[config.mk]
export PLATFORM = sky130hd
export DESIGN_NAME = device_message_deframer
export DESIGN_NICKNAME = d
export VERILOG_FILES = /design/src/rtl/dmd_pkg.sv /design/src/rtl/dmd_in_stage.sv /design/src/rtl/dmd_parser.sv /design/src/rtl/device_message_deframer.sv
export SDC_FILE = /design/constraint.sdc
export NUM_CORES = 1
export LEC_CHECK = 0
export ABC_AREA = 0
export BUFFER_PORTS_ARGS = -buffer_cell sky130_fd_sc_hd__buf_2
export CAP_MARGIN = 25
export CORE_MARGIN = 3
export CORE_UTILIZATION = 40
export CTS_CLUSTER_SIZE = 25
export DETAILED_ROUTE_END_ITERATION = 8
export GPL_TIMING_DRIVEN = 0
export MAX_ROUTING_LAYER = met4
export SYNTH_ARGS = -nofsm -noshare
export SYNTH_HDL_FRONTEND = slang
export SYNTH_SLANG_ARGS = --single-unit
[constraint.sdc]
create_clock -name clk -period 7.2 [get_ports clk]
set_input_delay 0.72 -clock clk [delete_from_list [all_inputs] [get_ports clk]]
set_output_delay 0.72 -clock clk [all_outputs]
set_load 0.01 [all_outputs]
[src/rtl/dmd_pkg.sv]
// dmd_pkg: shared types, constants and byte tables for the device message deframer
// no dependencies; used by every module in rtl/
package dmd_pkg;

	// framing bytes
	localparam logic [7:0] BYTE_SOF = 8'h02;
	localparam logic [7:0] BYTE_CR  = 8'h0D;
	localparam logic [7:0] BYTE_LF  = 8'h0A;
	localparam logic [7:0] BYTE_ETX = 8'h03;

	// header and tail geometry, indexed by a 3-bit match counter
	localparam logic [2:0] HDR_LEN   = 3'd3;
	localparam logic [2:0] HDR_LAST  = 3'd2;
	localparam logic [2:0] TAIL_LEN  = 3'd5;
	localparam logic [2:0] TAIL_LAST = 3'd4;

	// header + size + type + devtype + serial + tail
	localparam logic [15:0] FRAME_OVERHEAD = 16'd13;
	localparam logic [15:0] MAX_FRAME_RESET = 16'd1024;

	typedef enum logic [3:0] {
		PH_HUNT    = 4'd0,
		PH_SIZE_HI = 4'd1,
		PH_SIZE_LO = 4'd2,
		PH_TYPE    = 4'd3,
		PH_DEVTYPE = 4'd4,
		PH_SERIAL  = 4'd5,
		PH_PAYLOAD = 4'd6,
		PH_TAIL    = 4'd7
	} phase_t;

	typedef enum logic [1:0] {
		ST_BUSY     = 2'd0,
		ST_GOOD     = 2'd1,
		ST_BAD_TAIL = 2'd2,
		ST_BAD_LEN  = 2'd3
	} status_t;

	// one word held in the input register
	typedef struct packed {
		logic       valid;
		logic [7:0] data;
	} stage_t;

	// one result word
	typedef struct packed {
		logic [7:0]  payload_byte;
		logic        payload_valid;
		logic [7:0]  message_type;
		logic [7:0]  device_type;
		logic [7:0]  device_serial;
		logic [15:0] payload_length;
		status_t     frame_status;
	} result_t;

	// expected header byte; callers keep idx below HDR_LEN
	function automatic logic [7:0] hdr_byte(input logic [2:0] idx);
		logic [7:0] b;
		unique case (idx)
			3'd0:    b = BYTE_SOF;
			3'd1:    b = BYTE_CR;
			default: b = BYTE_LF;
		endcase
		return b;
	endfunction

	// expected tail byte; callers keep idx below TAIL_LEN
	function automatic logic [7:0] tail_byte(input logic [2:0] idx);
		logic [7:0] b;
		unique case (idx)
			3'd0:    b = BYTE_CR;
			3'd1:    b = BYTE_LF;
			3'd2:    b = BYTE_ETX;
			3'd3:    b = BYTE_CR;
			default: b = BYTE_LF;
		endcase
		return b;
	endfunction

endpackage

[src/rtl/dmd_in_stage.sv]
// dmd_in_stage: input register of the deframer with valid/stall handshake
// depends on dmd_pkg (stage_t)
module dmd_in_stage (
	input  logic            clk,
	input  logic            arst_n,
	input  logic            in_valid,
	output logic            in_stall,
	input  logic [7:0]      rx_byte,
	input  logic            advance,
	output dmd_pkg::stage_t item
);

	logic       valid_s1;
	logic [7:0] byte_s1;

	// hold off the sender only while a word sits here and cannot move on
	assign in_stall = valid_s1 && !advance;

	// valid flag
	always_ff @(posedge clk or negedge arst_n) begin
		if (!arst_n) begin
			valid_s1 <= 1'b0;
		end else if (!in_stall) begin
			valid_s1 <= in_valid;
		end
	end

	// data
	always_ff @(posedge clk) begin
		if (in_valid && !in_stall) begin
			byte_s1 <= rx_byte;
		end
	end

	assign item.valid = valid_s1;
	assign item.data  = byte_s1;

endmodule

[src/rtl/dmd_parser.sv]
// dmd_parser: frame state machine and result register of the deframer
// depends on dmd_pkg (phase_t, status_t, stage_t, result_t, byte tables)
module dmd_parser (
	input  logic             clk,
	input  logic             arst_n,
	input  dmd_pkg::stage_t  item,
	input  logic [15:0]      max_frame_size,
	input  logic             out_stall,
	output logic             advance,
	output logic             out_valid,
	output dmd_pkg::result_t result
);

	dmd_pkg::phase_t  phase_q, phase_n;
	logic [2:0]       match_q, match_n;
	logic [15:0]      size_q, size_n;
	logic [15:0]      remain_q, remain_n;
	logic [7:0]       type_q, type_n;
	logic [7:0]       devtype_q, devtype_n;
	logic [7:0]       serial_q, serial_n;
	logic             terr_q, terr_n;

	logic             out_valid_s2;
	dmd_pkg::result_t result_s2;
	dmd_pkg::result_t result_n;

	logic             take;
	logic [7:0]       b;
	logic [15:0]      size_w;
	logic [2:0]       hidx;
	logic             terr_w;
	logic [7:0]       pay;
	logic             pay_valid;
	dmd_pkg::status_t status;

	// result register frees up when empty or when its word is taken
	assign advance = !out_valid_s2 || !out_stall;
	assign take    = item.valid && advance;
	assign b       = item.data;
	assign size_w  = {size_q[15:8], b};

	// next state
	always_comb begin
		phase_n   = phase_q;
		match_n   = match_q;
		size_n    = size_q;
		remain_n  = remain_q;
		type_n    = type_q;
		devtype_n = devtype_q;
		serial_n  = serial_q;
		terr_n    = terr_q;
		hidx      = 3'd0;
		terr_w    = terr_q;
		unique case (phase_q)
			dmd_pkg::PH_SIZE_HI: begin
				size_n  = {b, 8'h00};
				phase_n = dmd_pkg::PH_SIZE_LO;
			end
			dmd_pkg::PH_SIZE_LO: begin
				if (size_w < dmd_pkg::FRAME_OVERHEAD || size_w > max_frame_size) begin
					size_n  = 16'd0;
					phase_n = dmd_pkg::PH_HUNT;
					match_n = 3'd0;
				end else begin
					size_n   = size_w;
					remain_n = size_w - dmd_pkg::FRAME_OVERHEAD;
					phase_n  = dmd_pkg::PH_TYPE;
				end
			end
			dmd_pkg::PH_TYPE: begin
				type_n  = b;
				phase_n = dmd_pkg::PH_DEVTYPE;
			end
			dmd_pkg::PH_DEVTYPE: begin
				devtype_n = b;
				phase_n   = dmd_pkg::PH_SERIAL;
			end
			dmd_pkg::PH_SERIAL: begin
				serial_n = b;
				terr_n   = 1'b0;
				match_n  = 3'd0;
				phase_n  = (remain_q == 16'd0) ? dmd_pkg::PH_TAIL : dmd_pkg::PH_PAYLOAD;
			end
			dmd_pkg::PH_PAYLOAD: begin
				remain_n = remain_q - 16'd1;
				if (remain_n == 16'd0) begin
					match_n = 3'd0;
					phase_n = dmd_pkg::PH_TAIL;
				end
			end
			dmd_pkg::PH_TAIL: begin
				terr_w = terr_q || (match_q >= dmd_pkg::TAIL_LEN)
					|| (b != dmd_pkg::tail_byte(match_q));
				if (match_q >= dmd_pkg::TAIL_LAST) begin
					terr_n  = 1'b0;
					phase_n = dmd_pkg::PH_HUNT;
					match_n = 3'd0;
				end else begin
					terr_n  = terr_w;
					match_n = match_q + 3'd1;
				end
			end
			default: begin
				// header hunt; unused phase codes land here as well
				hidx    = (phase_q != dmd_pkg::PH_HUNT || match_q >= dmd_pkg::HDR_LEN)
					? 3'd0 : match_q;
				phase_n = dmd_pkg::PH_HUNT;
				if (b == dmd_pkg::hdr_byte(hidx)) begin
					if (hidx == dmd_pkg::HDR_LAST) begin
						match_n = 3'd0;
						phase_n = dmd_pkg::PH_SIZE_HI;
					end else begin
						match_n = hidx + 3'd1;
					end
				end else begin
					// a stray start byte still counts as the first header byte
					match_n = (b == dmd_pkg::BYTE_SOF) ? 3'd1 : 3'd0;
				end
			end
		endcase
	end

	// per-word outputs
	always_comb begin
		pay       = 8'h00;
		pay_valid = 1'b0;
		status    = dmd_pkg::ST_BUSY;
		unique case (phase_q)
			dmd_pkg::PH_SIZE_LO: begin
				if (size_w < dmd_pkg::FRAME_OVERHEAD || size_w > max_frame_size) begin
					status = dmd_pkg::ST_BAD_LEN;
				end
			end
			dmd_pkg::PH_PAYLOAD: begin
				pay       = b;
				pay_valid = 1'b1;
			end
			dmd_pkg::PH_TAIL: begin
				if (match_q >= dmd_pkg::TAIL_LAST) begin
					status = terr_w ? dmd_pkg::ST_BAD_TAIL : dmd_pkg::ST_GOOD;
				end
			end
			default: begin
				status = dmd_pkg::ST_BUSY;
			end
		endcase
	end

	// assemble the result word from the updated frame fields
	always_comb begin
		result_n.payload_byte   = pay;
		result_n.payload_valid  = pay_valid;
		result_n.message_type   = type_n;
		result_n.device_type    = devtype_n;
		result_n.device_serial  = serial_n;
		result_n.payload_length = (size_n >= dmd_pkg::FRAME_OVERHEAD)
			? size_n - dmd_pkg::FRAME_OVERHEAD : 16'd0;
		result_n.frame_status   = status;
	end

	// frame state
	always_ff @(posedge clk or negedge arst_n) begin
		if (!arst_n) begin
			phase_q   <= dmd_pkg::PH_HUNT;
			match_q   <= 3'd0;
			size_q    <= 16'd0;
			remain_q  <= 16'd0;
			type_q    <= 8'h00;
			devtype_q <= 8'h00;
			serial_q  <= 8'h00;
			terr_q    <= 1'b0;
		end else if (take) begin
			phase_q   <= phase_n;
			match_q   <= match_n;
			size_q    <= size_n;
			remain_q  <= remain_n;
			type_q    <= type_n;
			devtype_q <= devtype_n;
			serial_q  <= serial_n;
			terr_q    <= terr_n;
		end
	end

	// result valid
	always_ff @(posedge clk or negedge arst_n) begin
		if (!arst_n) begin
			out_valid_s2 <= 1'b0;
		end else if (advance) begin
			out_valid_s2 <= item.valid;
		end
	end

	// result data
	always_ff @(posedge clk) begin
		if (take) begin
			result_s2 <= result_n;
		end
	end

	assign out_valid = out_valid_s2;
	assign result    = result_s2;

endmodule

[src/rtl/device_message_deframer.sv]
// device_message_deframer: top level, input register, frame parser and config register
// depends on dmd_pkg, dmd_in_stage, dmd_parser
//
// Byte-serial frame receiver. Each accepted word is one received byte and gives exactly
// one result word. A new byte can be taken every cycle, limited only by the result
// register, which holds one word while out_stall is high and frees up as soon as it is
// taken. The block hunts for the header 02 0D 0A, reads a big-endian total frame size
// (13 plus payload), then message type, device type and device serial, passes payload
// bytes through with payload_valid, and checks the tail 0D 0A 03 0D 0A, reporting good or
// bad tail on its last byte. A size below 13 or above max_frame_size reports a length
// error on the second size byte and returns to hunting. max_frame_size resets to 1024 and
// is written through cfg_wr_en/cfg_wr_data, by the user only while idle (not enforced).
module device_message_deframer (
	input  logic        clk,
	input  logic        arst_n,
	input  logic        in_valid,
	output logic        in_stall,
	input  logic [7:0]  rx_byte,
	output logic        out_valid,
	input  logic        out_stall,
	output logic [7:0]  payload_byte,
	output logic        payload_valid,
	output logic [7:0]  message_type,
	output logic [7:0]  device_type,
	output logic [7:0]  device_serial,
	output logic [15:0] payload_length,
	output logic [1:0]  frame_status,
	input  logic        cfg_wr_en,
	input  logic [15:0] cfg_wr_data
);

	logic [15:0]      max_frame_size_q;
	logic             advance;
	dmd_pkg::stage_t  item;
	dmd_pkg::result_t result;

	// max frame size register
	always_ff @(posedge clk or negedge arst_n) begin
		if (!arst_n) begin
			max_frame_size_q <= dmd_pkg::MAX_FRAME_RESET;
		end else if (cfg_wr_en) begin
			max_frame_size_q <= cfg_wr_data;
		end
	end

	dmd_in_stage u_in_stage (
		.clk      (clk),
		.arst_n   (arst_n),
		.in_valid (in_valid),
		.in_stall (in_stall),
		.rx_byte  (rx_byte),
		.advance  (advance),
		.item     (item)
	);

	dmd_parser u_parser (
		.clk            (clk),
		.arst_n         (arst_n),
		.item           (item),
		.max_frame_size (max_frame_size_q),
		.out_stall      (out_stall),
		.advance        (advance),
		.out_valid      (out_valid),
		.result         (result)
	);

	// result fields
	assign payload_byte   = result.payload_byte;
	assign payload_valid  = result.payload_valid;
	assign message_type   = result.message_type;
	assign device_type    = result.device_type;
	assign device_serial  = result.device_serial;
	assign payload_length = result.payload_length;
	assign frame_status   = result.frame_status;

endmodule
* After elaboration in Yosys (flattened, before gate mapping) *
Index checks and enable logic that the tools add are counted.
Widths: inputs -> output; s select.

cells by class
  $add $sub $neg = 5
  magnitude comparators = 6
  eq/ne operators = 18
  muxes and demuxes = 34
  bitwise operators = 1
  reductions and logical operators = 26

operator list
  kind                   count
  $pmux 16 s2            2
  $mux 8                 5
  $logic_not 16->1       2
  $mux 16                2
  $sub 16x4->16 const B  2
  $pmux 4 s7             1
  $mux 3                 6
  $eq 4x3->1 const B     4
  $ge 16x4->1 const B    1
  $gt 16x16->1           1
  $lt 16x4->1 const B    1
  $pmux 4 s2             2
  $sub 16x1->16 const B  1
  $pmux 3 s5             1
  $mux 4                 3
  $eq 3x2->1 const B     3
  $eq 4x2->1 const B     2
  $eq 8x2->1 const B     1
  $eq 8x8->1             1
  $mux 2                 4
  $ne 8x8->1             1
  $reduce_or 7->1        1
  $add 3x1->3 const B    2
  $ge 3x3->1 const B     2
  20 further kinds       39

word-level totals
  flip-flop bits (word level) = 141
  input bits = 29
  output and inout bits = 53
  word-level logic and storage cells = 109

* Depth between registers and ports, before layout *
Gate-level depths: netlist of the first run.

  depth after elaboration = 10
  depth in mapped cells = 17
  gate-level depth less buffers = 13

* Hierarchy *
From an unflattened synthesis of the first run, not the netlist that was laid out.

second synthesis, totals
  cell total of the unflattened synthesis = 806
  area total of the unflattened synthesis = 7,962.6 um^2

modules (own cells, without submodules)
  module                   times used  cells an instance  area each (um^2)  sequential area each (um^2)
  dmd_parser               1           758                7,006.7           3,133.0
  device_message_deframer  1           34                 650.6             401.6
  dmd_in_stage             1           14                 305.3             265.3

* Worst setup path before layout of the first run *
No wires, ideal clock.

  kind = flip-flop to flip-flop
  from = register u_in_stage.byte_s1[1]
  to = register u_parser.result_s2, in the netlist u_parser.result[14], data pin
  setup time = 0.257 ns
  data arrival time = 3.481 ns
  data required time = 6.943 ns
  setup slack = 3.462 ns
  cell stages (with the launch flop) = 16
  path buffers = 3
  clock period less this slack = 3.738 ns
  path through = edfxtp_1 > clkbuf_1 > inv_1 > ha_1 > and3b_1 > or3_1 > buf_2 > o21ai_1 > a21oi_1 > clkbuf_1 > a22oi_1 > ha_1 > a211oi_2 > a2111oi_4 > o221ai_2 > a32o_1

between the ends
  word-level cells in the longest chain between the ends = 5
  elaborated cells between the ends (all ways) = 7
  those cells by class = add/sub (1); order compare (3); mux (2); reduce/logical (1)

RTL lines
  item                                          RTL line                              RTL
  start, declared                               dmd_in_stage.sv:14                    logic [7:0] byte_s1;
  start signal, assigned                        dmd_in_stage.sv:31                    byte_s1 <= rx_byte;
  $lt 16x4->1 or $gt 16x16->1 (tied branches)   dmd_parser.sv:60                      if (size_w < dmd_pkg::FRAME_OVERHEAD || size_w > max_frame_size) begin
  $logic_or 1x1->1                              dmd_parser.sv:60
  $mux 16                                       dmd_parser.sv:60
  $pmux 16 s2 (*)                               dmd_parser.sv:54                      unique case (phase_q)
  $sub 16x4->16 or $ge 16x4->1 (tied branches)  dmd_parser.sv:157, dmd_parser.sv:156
  end signal, assigned                          dmd_parser.sv:196                     result_s2 <= result_n;
  end, declared                                 dmd_parser.sv:24                      dmd_pkg::result_t result_s2;

Every way passes the cells marked *; elsewhere a longest branch is shown, timed or not.
A chain may end at the register's enable or synchronous reset.

* Final worst setup path of the first run *
Same ends and word-level chain as after synthesis.

==> impl_metrics.json, run 1 <==
{
  "fin_skew_ns": 0.0124,
  "netlist_instances": 775,
  "synth-seq-cells": 140,
  "fillCellCount": 1700,
  "async_flop_share": 0.579,
  "postCtsSetupRepairBufs": 0,
  "ctsHoldBuffers": 0,
  "wl_mm": 20.5,
  "syn_nets": 830,
  "powerDensity_nw_per_um2": 405,
  "detail_route.wl_per_cell_um": 18.3,
  "cp-start-kind": "register",
  "drive_above_1_share": 0.182,
  "ant_nets": 0,
  "yosysUniqueCellTypes": 69,
  "drcViolationCount": 0,
  "ys_top_cells_by_count": "nand2_1 (143), dfrtp_1 (80), edfxtp_1 (59)",
  "die_area_um2": 20400,
  "grt_max_degree": 45,
  "clkLatencyLatePin_ns": 0.43,
  "grt_pass1_vias": 5894,
  "p_leak_nw": 3.85,
  "yosysMostFrequentCell": "nand2_1",
  "maxSlewHeadroom": 0.320,
  "synthFlopType": "dfrtp_1",
  "yosysSeqAreaShare": 0.507,
  "peakVddDrop_uv": 214,
  "track_usage": 0.214,
  "rsz0062_at_grt": "false",
  "fin_crit_ns": 4.84,
  "grt-ovfl-total": 0,
  "floorplan.initialDensity": 0.412,
  "design_area_um2": 8850,
  "ios": 82,
  "post-route-period-util": 0.673,
  "num_vias": 6197,
  "diodes": 0,
  "placed_area_um2": 8240,
  "cts_buffer_depth": 2,
  "hp-class": "primary input to asynchronous set/reset pin",
  "synth_edf_count": 59,
  "syn_area_um2": 7500,
  "hpwlAfterDp_mm": 14.5,
  "final_core_util": 0.486,
  "place_congestion": 0.888,
  "rows": 49,
  "synth_top_area_frac": 0.267,
  "slew_viol_final": 0,
  "antenna_found_initial": 0,
  "syn2layout_area_growth_pct": 18.0,
  "timing.hold.ws_ns": 0.275,
  "setup_viol": 0,
  "endpoint_kind": "register",
  "die_w_um": 143,
  "cp_max_fo": 10,
  "max_freq_mhz": 207,
  "ctsResizeCount": 0,
  "cp_data_required_time_ns": 7.37,
  "cts_buffers": 17,
  "hold_violations": 0,
  "root_buffer": "clkbuf_16",
  "grt_pass1_wl_mm": 32.6,
  "max-cap-violations": 0,
  "tightest_slew_ns": 1.01,
  "tns_ns": 0,
  "core_um2": 18200,
  "final_nets": 932,
  "yosysTopAreaCell": "dfrtp_1",
  "cts_tree": "done",
  "io_buffers": 81,
  "via_per_inst": 5.54,
  "worst_ep_arrival_time_ns": 5.01,
  "clock_sinks": 140,
  "drtIter0Drc": 693,
  "status": "completed",
  "dr.pass1.iters": 5,
  "synth.avg_cell_area_um2": 9.67,
  "clk_pin_slew_ns": 0.06,
  "synthTopCellsByArea": "dfrtp_1 (27%), edfxtp_1 (24%), nand2_1 (7.2%), ha_1 (4.3%), o21ai_0 (3.8%)",
  "synth_warnings": 0,
  "cts.htree.levels": 4,
  "die_height_um": 143,
  "crit_type": "register to register"
}
[per-layer routing]
metal | share of wire | up-vias | global-route usage | wire [µm]
met3 | 0.067 | 25 | 0.0422 | 1380
met4 | 0.020 | 0 | 0.0685 | 400
li1 | - | 2975 | - | -
met5 | 0 | - | - | 0
met1 | 0.47 | 2952 | 0.306 | 9660
met2 | 0.44 | 245 | 0.308 | 9070
[cell families after synthesis]
kind of cell | Yosys count | share of synthesized area
buf+inv | 81 | 0.0426
simple gates | 304 | 0.186
compound gates | 178 | 0.160
flops | 140 | 0.507
xor+xnor | 25 | 0.0292
fa+ha+maj | 26 | 0.0434
mux | 21 | 0.0315
[cell type report]
cell class | count | area (µm²) | share of cell area
clock inverter | 15 | 183 | 0.0206
tap | 229 | 287 | 0.0324
clock buffer | 17 | 425 | 0.0481
inverter | 36 | 135 | 0.0153
buffer | 45 | 185 | 0.0209
timing repair buffer | 83 | 455 | 0.0515
sequential | 140 | 3800 | 0.429
multi-input combinational | 554 | 3380 | 0.382
[per-stage QoR]
step	total power, mW	instances	worst slack (ns)
3_5_place_dp	2.68	1087	2.41
5_1_grt	3.83	1119	2.08
4_1_cts	3.59	1119	2.36
6_report	3.58	1119	2.36
3_3_place_gp	2.66	1085	2.46
2_1_floorplan	2.27	775	3.46
[layout by cell type (no fill, tap or decap), types with 8 or more instances in the layout]
master	synthesis	layout
nand2_1	143	143
nor4_1	9	9
and3_1	11	11
nand3_1	11	11
o22ai_1	9	9
xnor2_1	15	15
nor2_1	55	55
inv_1	35	35
buf_2	3	84
a22o_1	13	13
a21oi_1	36	36
o21ai_0	57	57
dfrtp_1	80	80
clkbuf_16	0	17
nand4_1	8	8
edfxtp_1	59	59
a22oi_1	8	8
clkbuf_1	37	37
ha_1	26	26
xor2_1	10	10
mux2_2	21	21
nor3_1	24	24
[state kept, by name, summed over array words and instances, names as in the netlist]
name	cells
u_parser.match_q	3
u_parser.serial_q	8
u_parser.size_q	16
u_parser.type_q	8
u_parser.devtype_q	8
u_parser.terr_q	1
u_in_stage.byte_s1	8
u_parser.out_valid	1
max_frame_size_q	16
u_in_stage.valid_s1	1
u_parser.result	51
u_parser.remain_q	16
u_parser.phase_q	3
[report_power, final]
group / switching (mW) / total (mW) / internal, mW
clock network: 0.377 / 0.902 / 0.524
registers: 0.166 / 1.30 / 1.13
logic: 0.836 / 1.38 / 0.546
[critical path: stages, from the launching register on]
cell and delay [ns]:
edfxtp_1 0.46, clkbuf_1 0.31, inv_1 0.35, ha_1 0.29, and3b_1 0.23, or3_1 0.36, buf_2 0.17, o21ai_1 0.33
a21oi_1 0.16, clkbuf_1 0.27, a22oi_1 0.29, ha_1 0.27, a211oi_2 0.10, a2111oi_4 0.57, o221ai_2 0.17, a32o_1 0.25
[worst paths after layout]
path | start | to | slack, ns | cells after the start
min | arst_n | max_frame_size_q[12]$_DFFE_PN0P_ | 0.28 | 1
min in group clk | rx_byte[1] | u_in_stage.byte_s1[1]$_DFFE_PP_ | 0.46 | 1
max | u_in_stage.byte_s1[1]$_DFFE_PP_ | u_parser.result[14]$_SDFFCE_PN0P_ | 2.36 | 15
max in group asynchronous | arst_n | u_parser.devtype_q[7]$_DFFE_PN0P_ | 6.30 | 2
max reg2reg | u_in_stage.byte_s1[1]$_DFFE_PP_ | u_parser.result[14]$_SDFFCE_PN0P_ | 2.36 | 15
min reg2reg | u_parser.devtype_q[1]$_DFFE_PN0P_ | u_parser.devtype_q[1]$_DFFE_PN0P_ | 0.47 | 2
No activity file was read; power rests on OpenSTA's default activity.
==> inputs of run 2 (changes only) <==
==> constraint.sdc (replaced) <==
create_clock -name clk -period 4.87 [get_ports clk]
set_input_delay 0.487 -clock clk [delete_from_list [all_inputs] [get_ports clk]]
set_output_delay 0.487 -clock clk [all_outputs]
set_load 0.01 [all_outputs]
==> run 2 against run 1 <==
Register-to-register slack got worse by 2.1 ns. Final area about the same. Sequential power increased by 48%. Via count increased by 0.31%. Flip-flop and latch count unchanged. Critical endpoint is now u_parser.result[16]$_SDFFCE_PN0P_. Largest cell class unchanged. Highest routed layer unchanged.
==> impl_metrics.json, run 2 (synthesis results as in run 1) <==
{
  "status": "completed",
  "wl_mm": 20.6,
  "cts_buffers": 17,
  "dp_slack_ns": 0.0767,
  "p_comb_frac": 0.386,
  "rows": 49,
  "powerDensity_nw_per_um2": 600,
  "p_seq_frac": 0.362,
  "crit_type": "register to register",
  "p_leak_nw": 3.85,
  "cp-start-kind": "register",
  "maxSlewHeadroom": 0.325,
  "p_int_mw": 3.27,
  "clock_sinks": 140,
  "fin_crit_ns": 4.61,
  "grt_pass1_wl_mm": 32.6,
  "ant_nets": 0,
  "drtIter0Drc": 701,
  "clk_pin_slew_ns": 0.06,
  "num_vias": 6216,
  "clkLatencyLatePin_ns": 0.43,
  "cp_data_required_time_ns": 5.14,
  "slew_viol_final": 0,
  "die_w_um": 143,
  "final_nets": 932,
  "tns_ns": 0,
  "endpoint_kind": "register",
  "p_clk_frac": 0.251,
  "floorplan.initialDensity": 0.412,
  "drcViolationCount": 0,
  "hp-class": "primary input to asynchronous set/reset pin",
  "sw_frac_of_total": 0.386,
  "via_per_inst": 5.55,
  "antenna_found_initial": 0,
  "final_common_cell": "nand2_1",
  "place_congestion": 0.888,
  "detail_route.wl_per_cell_um": 18.4,
  "max_freq_mhz": 217,
  "slowest_delay_ns": 0.48,
  "root_buffer": "clkbuf_16",
  "worst_ep_arrival_time_ns": 4.88,
  "dr.pass1.iters": 5,
  "peakVddDrop_uv": 315,
  "crit_slowest_cell": "clkbuf_1",
  "path_cells": "clkbuf_1 > inv_2 > ha_1 > and3b_1 > or3_1 > buf_2 > o21ai_1 > a21oi_1 > clkbuf_1 > a22oi_1 > ha_1 > a211oi_2 > a2111oi_4 > buf_4 > and3_1 > nor3_1",
  "placed_area_um2": 8240,
  "design_area_um2": 8860,
  "io_buffers": 81,
  "die_height_um": 143,
  "post-route-period-util": 0.946,
  "tightest_slew_ns": 1.00,
  "ctsHoldBuffers": 0,
  "syn2layout_area_growth_pct": 18.1,
  "cts.htree.levels": 4,
  "grt_pass1_vias": 5894,
  "final_cell_mix": "nand2_1 (143), buf_2 (84), dfrtp_1 (80)",
  "grt-ovfl-total": 0,
  "cp_max_fo": 10,
  "drive_above_1_share": 0.185,
  "grt_max_degree": 45,
  "ios": 82,
  "cts_buffer_depth": 2,
  "switchingPower_mw": 2.05,
  "hpwlAfterDp_mm": 14.5,
  "fin_skew_ns": 0.0124,
  "core_um2": 18200,
  "track_usage": 0.214,
  "hold_violations": 0,
  "fin_ws_ns": 0.261,
  "diodes": 0,
  "max-cap-violations": 0,
  "die_area_um2": 20400,
  "cts_tree": "done",
  "setup_viol": 0,
  "rsz0062_at_grt": "false",
  "largest_reg_flops": 51
}
-- run 2: changes by cell type in the layout (fill, tap and decap cells not counted) --
| cell | previous run | this run |
|---|---|---|
| inv_1 | 35 | 33 |
| buf_4 | 2 | 3 |
| clkbuf_1 | 37 | 36 |
| clkinvlp_4 | 1 | 2 |
| inv_2 | 0 | 1 |
-- run 2: power by group through the flow --
stage	logic (mW)	clock network (mW)	registers, mW
floorplan	1.40	0	1.95
global placement	1.99	0	1.94
detailed placement	2.02	0	1.94
CTS	2.03	1.36	1.92
global route	2.29	1.41	1.97
finish	2.05	1.34	1.93
-- run 2: path summary, 6_finish.rpt --
path | cells after the start | slack (ns) | start | to
max | 16 | 0.26 | u_in_stage.byte_s1[1]$_DFFE_PP_ | u_parser.result[16]$_SDFFCE_PN0P_
min | 1 | 0.04 | arst_n | max_frame_size_q[12]$_DFFE_PN0P_
max reg2reg | 16 | 0.26 | u_in_stage.byte_s1[1]$_DFFE_PP_ | u_parser.result[16]$_SDFFCE_PN0P_
min reg2reg | 2 | 0.47 | u_parser.devtype_q[1]$_DFFE_PN0P_ | u_parser.devtype_q[1]$_DFFE_PN0P_
max in group asynchronous | 2 | 4.20 | arst_n | u_parser.devtype_q[7]$_DFFE_PN0P_
min in group clk | 1 | 0.23 | rx_byte[1] | u_in_stage.byte_s1[1]$_DFFE_PP_
-- run 2: area by class of cell --
cell class	instances	area, µm²
inverter	36	139
tap	229	287
buffer	44	181
timing repair buffer	84	463
clock buffer	17	425
clock inverter	15	183
fill	1705	9350
multi-input combinational	554	3380
sequential	140	3800
-- run 2: through the flow --
stage                      util  power, mW  cells  hold WS, ns
final                     0.486       5.32   1119       0.0441
after global routing      0.486       5.68   1119       0.0730
after CTS                 0.486       5.31   1119       0.0459
after detailed placement  0.453       3.96   1087        0.459
after global placement    0.450       3.93   1085        0.452
after floorplan               -       3.35    775        0.191
-- run 2: layer usage --
layer  vias to the layer above  wire length (µm)  global-route usage
met5                         -                 0                   -
met4                         0               378              0.0685
met3                        23              1370              0.0422
met2                       241              9200               0.308
met1                      2979              9660               0.306
li1                       2973                 -                   -
-- run 2: timing repair --
item                                    4_1_cts  5_1_grt
hold endpoints to repair                      0        0
resized for setup                             0        2
setup buffers                                 0        1
endpoints found under the setup margin        0       12
-- run 2: critical path, delay by kind of cell, from the launching register on --
kind / cells / cell delay [ns]
adder cells (fa/ha/maj): 2 / 0.58
buffers and inverters: 5 / 1.47
AND/OR/NAND/NOR: 4 / 0.69
flip-flops: 1 / 0.43
AO/OA/AOI/OAI: 5 / 1.26
==> inputs of run 3 (changes only) <==
--- a/config.mk
+++ b/config.mk
@@ -9,11 +9,12 @@
 export BUFFER_PORTS_ARGS = -buffer_cell sky130_fd_sc_hd__buf_2
 export CAP_MARGIN = 25
 export CORE_MARGIN = 3
-export CORE_UTILIZATION = 40
+export CORE_UTILIZATION = 55
 export CTS_CLUSTER_SIZE = 25
 export DETAILED_ROUTE_END_ITERATION = 8
 export GPL_TIMING_DRIVEN = 0
 export MAX_ROUTING_LAYER = met4
+export PLACE_DENSITY = 0.75
 export SYNTH_ARGS = -nofsm -noshare
 export SYNTH_HDL_FRONTEND = slang
 export SYNTH_SLANG_ARGS = --single-unit
==> constraint.sdc (replaced) <==
create_clock -name clk -period 5.57 [get_ports clk]
set_input_delay 1.114 -clock clk [delete_from_list [all_inputs] [get_ports clk]]
set_output_delay 1.114 -clock clk [all_outputs]
set_load 0.01 [all_outputs]
==> run 3 against run 2 <==
Via count rose by 3.3%. Largest power group unchanged. Fmax is 6.3% lower. Global-route usage grew 7.5 points. Final area shrank 1.6%. Register-to-register slack improved by 0.39 ns. Sequential power is 12% lower. Die area fell by 26%. Combinational power is 13% lower. Wire length fell by 2.0%. Final cell count down 4.6%. Sequential share of layout area grew 0.69 points. Critical path depth decreased by 1.
==> impl_metrics.json, run 3 (synthesis results as in run 1) <==
{
  "crit_slowest_cell": "a2111oi_4",
  "final_nets": 933,
  "rr_worst_depth": 15,
  "die_height_um": 123,
  "endpoint_kind": "register",
  "crit_family": "compound AO/OA/AOI/OAI gates",
  "r2r_start": "u_in_stage.byte_s1[1]$_DFFE_PP_",
  "holdPathStages": 2,
  "ios": 82,
  "finalPower_mw": 4.50,
  "clkLatencyLatePin_ns": 0.43,
  "cts_buffer_depth": 2,
  "die_area_um2": 15100,
  "rows": 42,
  "detail_route.wl_per_cell_um": 18.9,
  "ctsHoldBuffers": 0,
  "num_vias": 6419,
  "cp_max_fo": 10,
  "cts_tree": "done",
  "reg2reg_slack_ns": 0.65,
  "final_core_util": 0.656,
  "grt_pass1_wl_mm": 32.1,
  "path_cells": "clkbuf_1 > inv_1 > ha_1 > and3b_1 > or3_1 > buf_2 > o21ai_1 > a21oi_1 > clkbuf_1 > a22oi_1 > ha_1 > a211oi_2 > a2111oi_4 > o221ai_2 > a32o_1",
  "core_um2": 13300,
  "postCtsSetupRepairBufs": 0,
  "fin_crit_ns": 4.92,
  "hpwlAfterDp_mm": 14.4,
  "worst_ep_arrival_time_ns": 5.10,
  "grtUsageMet1": 0.389,
  "track_usage": 0.289,
  "critPathBufInv": 4,
  "syn2layout_area_growth_pct": 16.3,
  "grt_busiest_layer": "met2",
  "cts_buffers": 17,
  "status": "completed",
  "fillCellCount": 1062,
  "clock_sinks": 140,
  "fin_skew_ns": 0.0105,
  "max_freq_mhz": 203,
  "cp-start-kind": "register",
  "tightest_slew_ns": 0.968,
  "worstHoldStart": "u_parser.devtype_q[3]$_DFFE_PN0P_",
  "ant_nets": 0,
  "post-route-period-util": 0.883,
  "gr-usage-met2": 0.434,
  "max-cap-violations": 0,
  "dr.pass1.iters": 7,
  "critical_path_depth": 15,
  "setup_viol": 0,
  "hold_violations": 0,
  "grt_util_met3": 0.0613,
  "grt_max_degree": 65,
  "final_cell_mix": "nand2_1 (143), buf_2 (84), dfrtp_1 (80)",
  "largest_reg_flops": 51,
  "floorplan.initialDensity": 0.564,
  "clk_pin_slew_ns": 0.06,
  "ctsResizeCount": 0,
  "instances_no_fill": 1067,
  "p_leak_nw": 3.81,
  "fin_ws_ns": 0.654,
  "io_buffers": 81,
  "dp_slack_ns": 0.793,
  "wl_mm": 20.2,
  "crit_type": "register to register",
  "dp.cells": 1034,
  "grt_pass1_vias": 6161,
  "design_area_um2": 8720,
  "powerDensity_nw_per_um2": 516,
  "slowest_delay_ns": 0.54,
  "via_per_inst": 6.02,
  "final_common_cell": "nand2_1",
  "cts.htree.levels": 4,
  "die_w_um": 123,
  "diodes": 0,
  "min_to": "u_parser.devtype_q[3]$_DFFE_PN0P_",
  "maxSlewHeadroom": 0.349,
  "drtIter0Drc": 709,
  "antenna_found_initial": 0,
  "hp-class": "register to register",
  "place_congestion": 0.922,
  "slew_viol_final": 0,
  "placed_area_um2": 8170,
  "timing.hold.ws_ns": 0.472,
  "rsz0062_at_grt": "false",
  "drive_above_1_share": 0.180,
  "peakVddDrop_uv": 294,
  "grt-ovfl-total": 0,
  "root_buffer": "clkbuf_16",
  "tns_ns": 0,
  "cp_data_required_time_ns": 5.75,
  "drcViolationCount": 0,
  "r2r_end": "u_parser.result[14]$_SDFFCE_PN0P_"
}
[run 3: cell count changes in the layout (fill, tap and decap cells not counted), sizes merged]
| cell | change |
|---|---|
| buf | -1 |
| bufinv | -2 |
| clkinv | +1 |
| inv | -2 |
| clkbuf | +5 |
[run 3: how the worst max path moves through the flow]
stage,start,endpoint
after global routing,u_in_stage.byte_s1[1]$_DFFE_PP_,u_parser.result[14]$_SDFFCE_PN0P_
after global placement,u_in_stage.byte_s1[1]$_DFFE_PP_,u_parser.result[14]$_SDFFCE_PN0P_
final,u_in_stage.byte_s1[1]$_DFFE_PP_,u_parser.result[14]$_SDFFCE_PN0P_
after CTS,u_in_stage.byte_s1[1]$_DFFE_PP_,u_parser.result[14]$_SDFFCE_PN0P_
after floorplan,u_in_stage.byte_s1[1]$_DFFE_PP_,u_parser.result[14]$_SDFFCE_PN0P_
after detailed placement,u_in_stage.byte_s1[1]$_DFFE_PP_,u_parser.result[14]$_SDFFCE_PN0P_
[run 3: power by group]
part | switching, mW | internal [mW]
Sequential | 0.221 | 1.47
Combinational | 1.08 | 0.707
Clock | 0.443 | 0.584
Total | 1.74 | 2.76
[run 3: metal layers]
| layer | share of wire | wire (µm) |
|---|---|---|
| met4 | 0.027 | 536 |
| met3 | 0.084 | 1700 |
| met1 | 0.42 | 8510 |
| met5 | 0 | 0 |
| met2 | 0.47 | 9460 |
[run 3: final cells by class]
| type | instances | area, µm² | area share |
|---|---|---|---|
| sequential | 140 | 3800 | 0.436 |
| multi-input combinational | 554 | 3380 | 0.388 |
| timing repair buffer | 84 | 460 | 0.0528 |
| clock buffer | 20 | 447 | 0.0512 |
| tap | 176 | 220 | 0.0253 |
| buffer | 45 | 185 | 0.0212 |
| inverter | 36 | 135 | 0.0155 |
| clock inverter | 12 | 90.1 | 0.0103 |
[run 3: tightest hold or removal path, stage by stage, from the launching register on]
cell and delay [ns]:
dfrtp_1 0.34, nand2_1 0.05, nand2_1 0.05
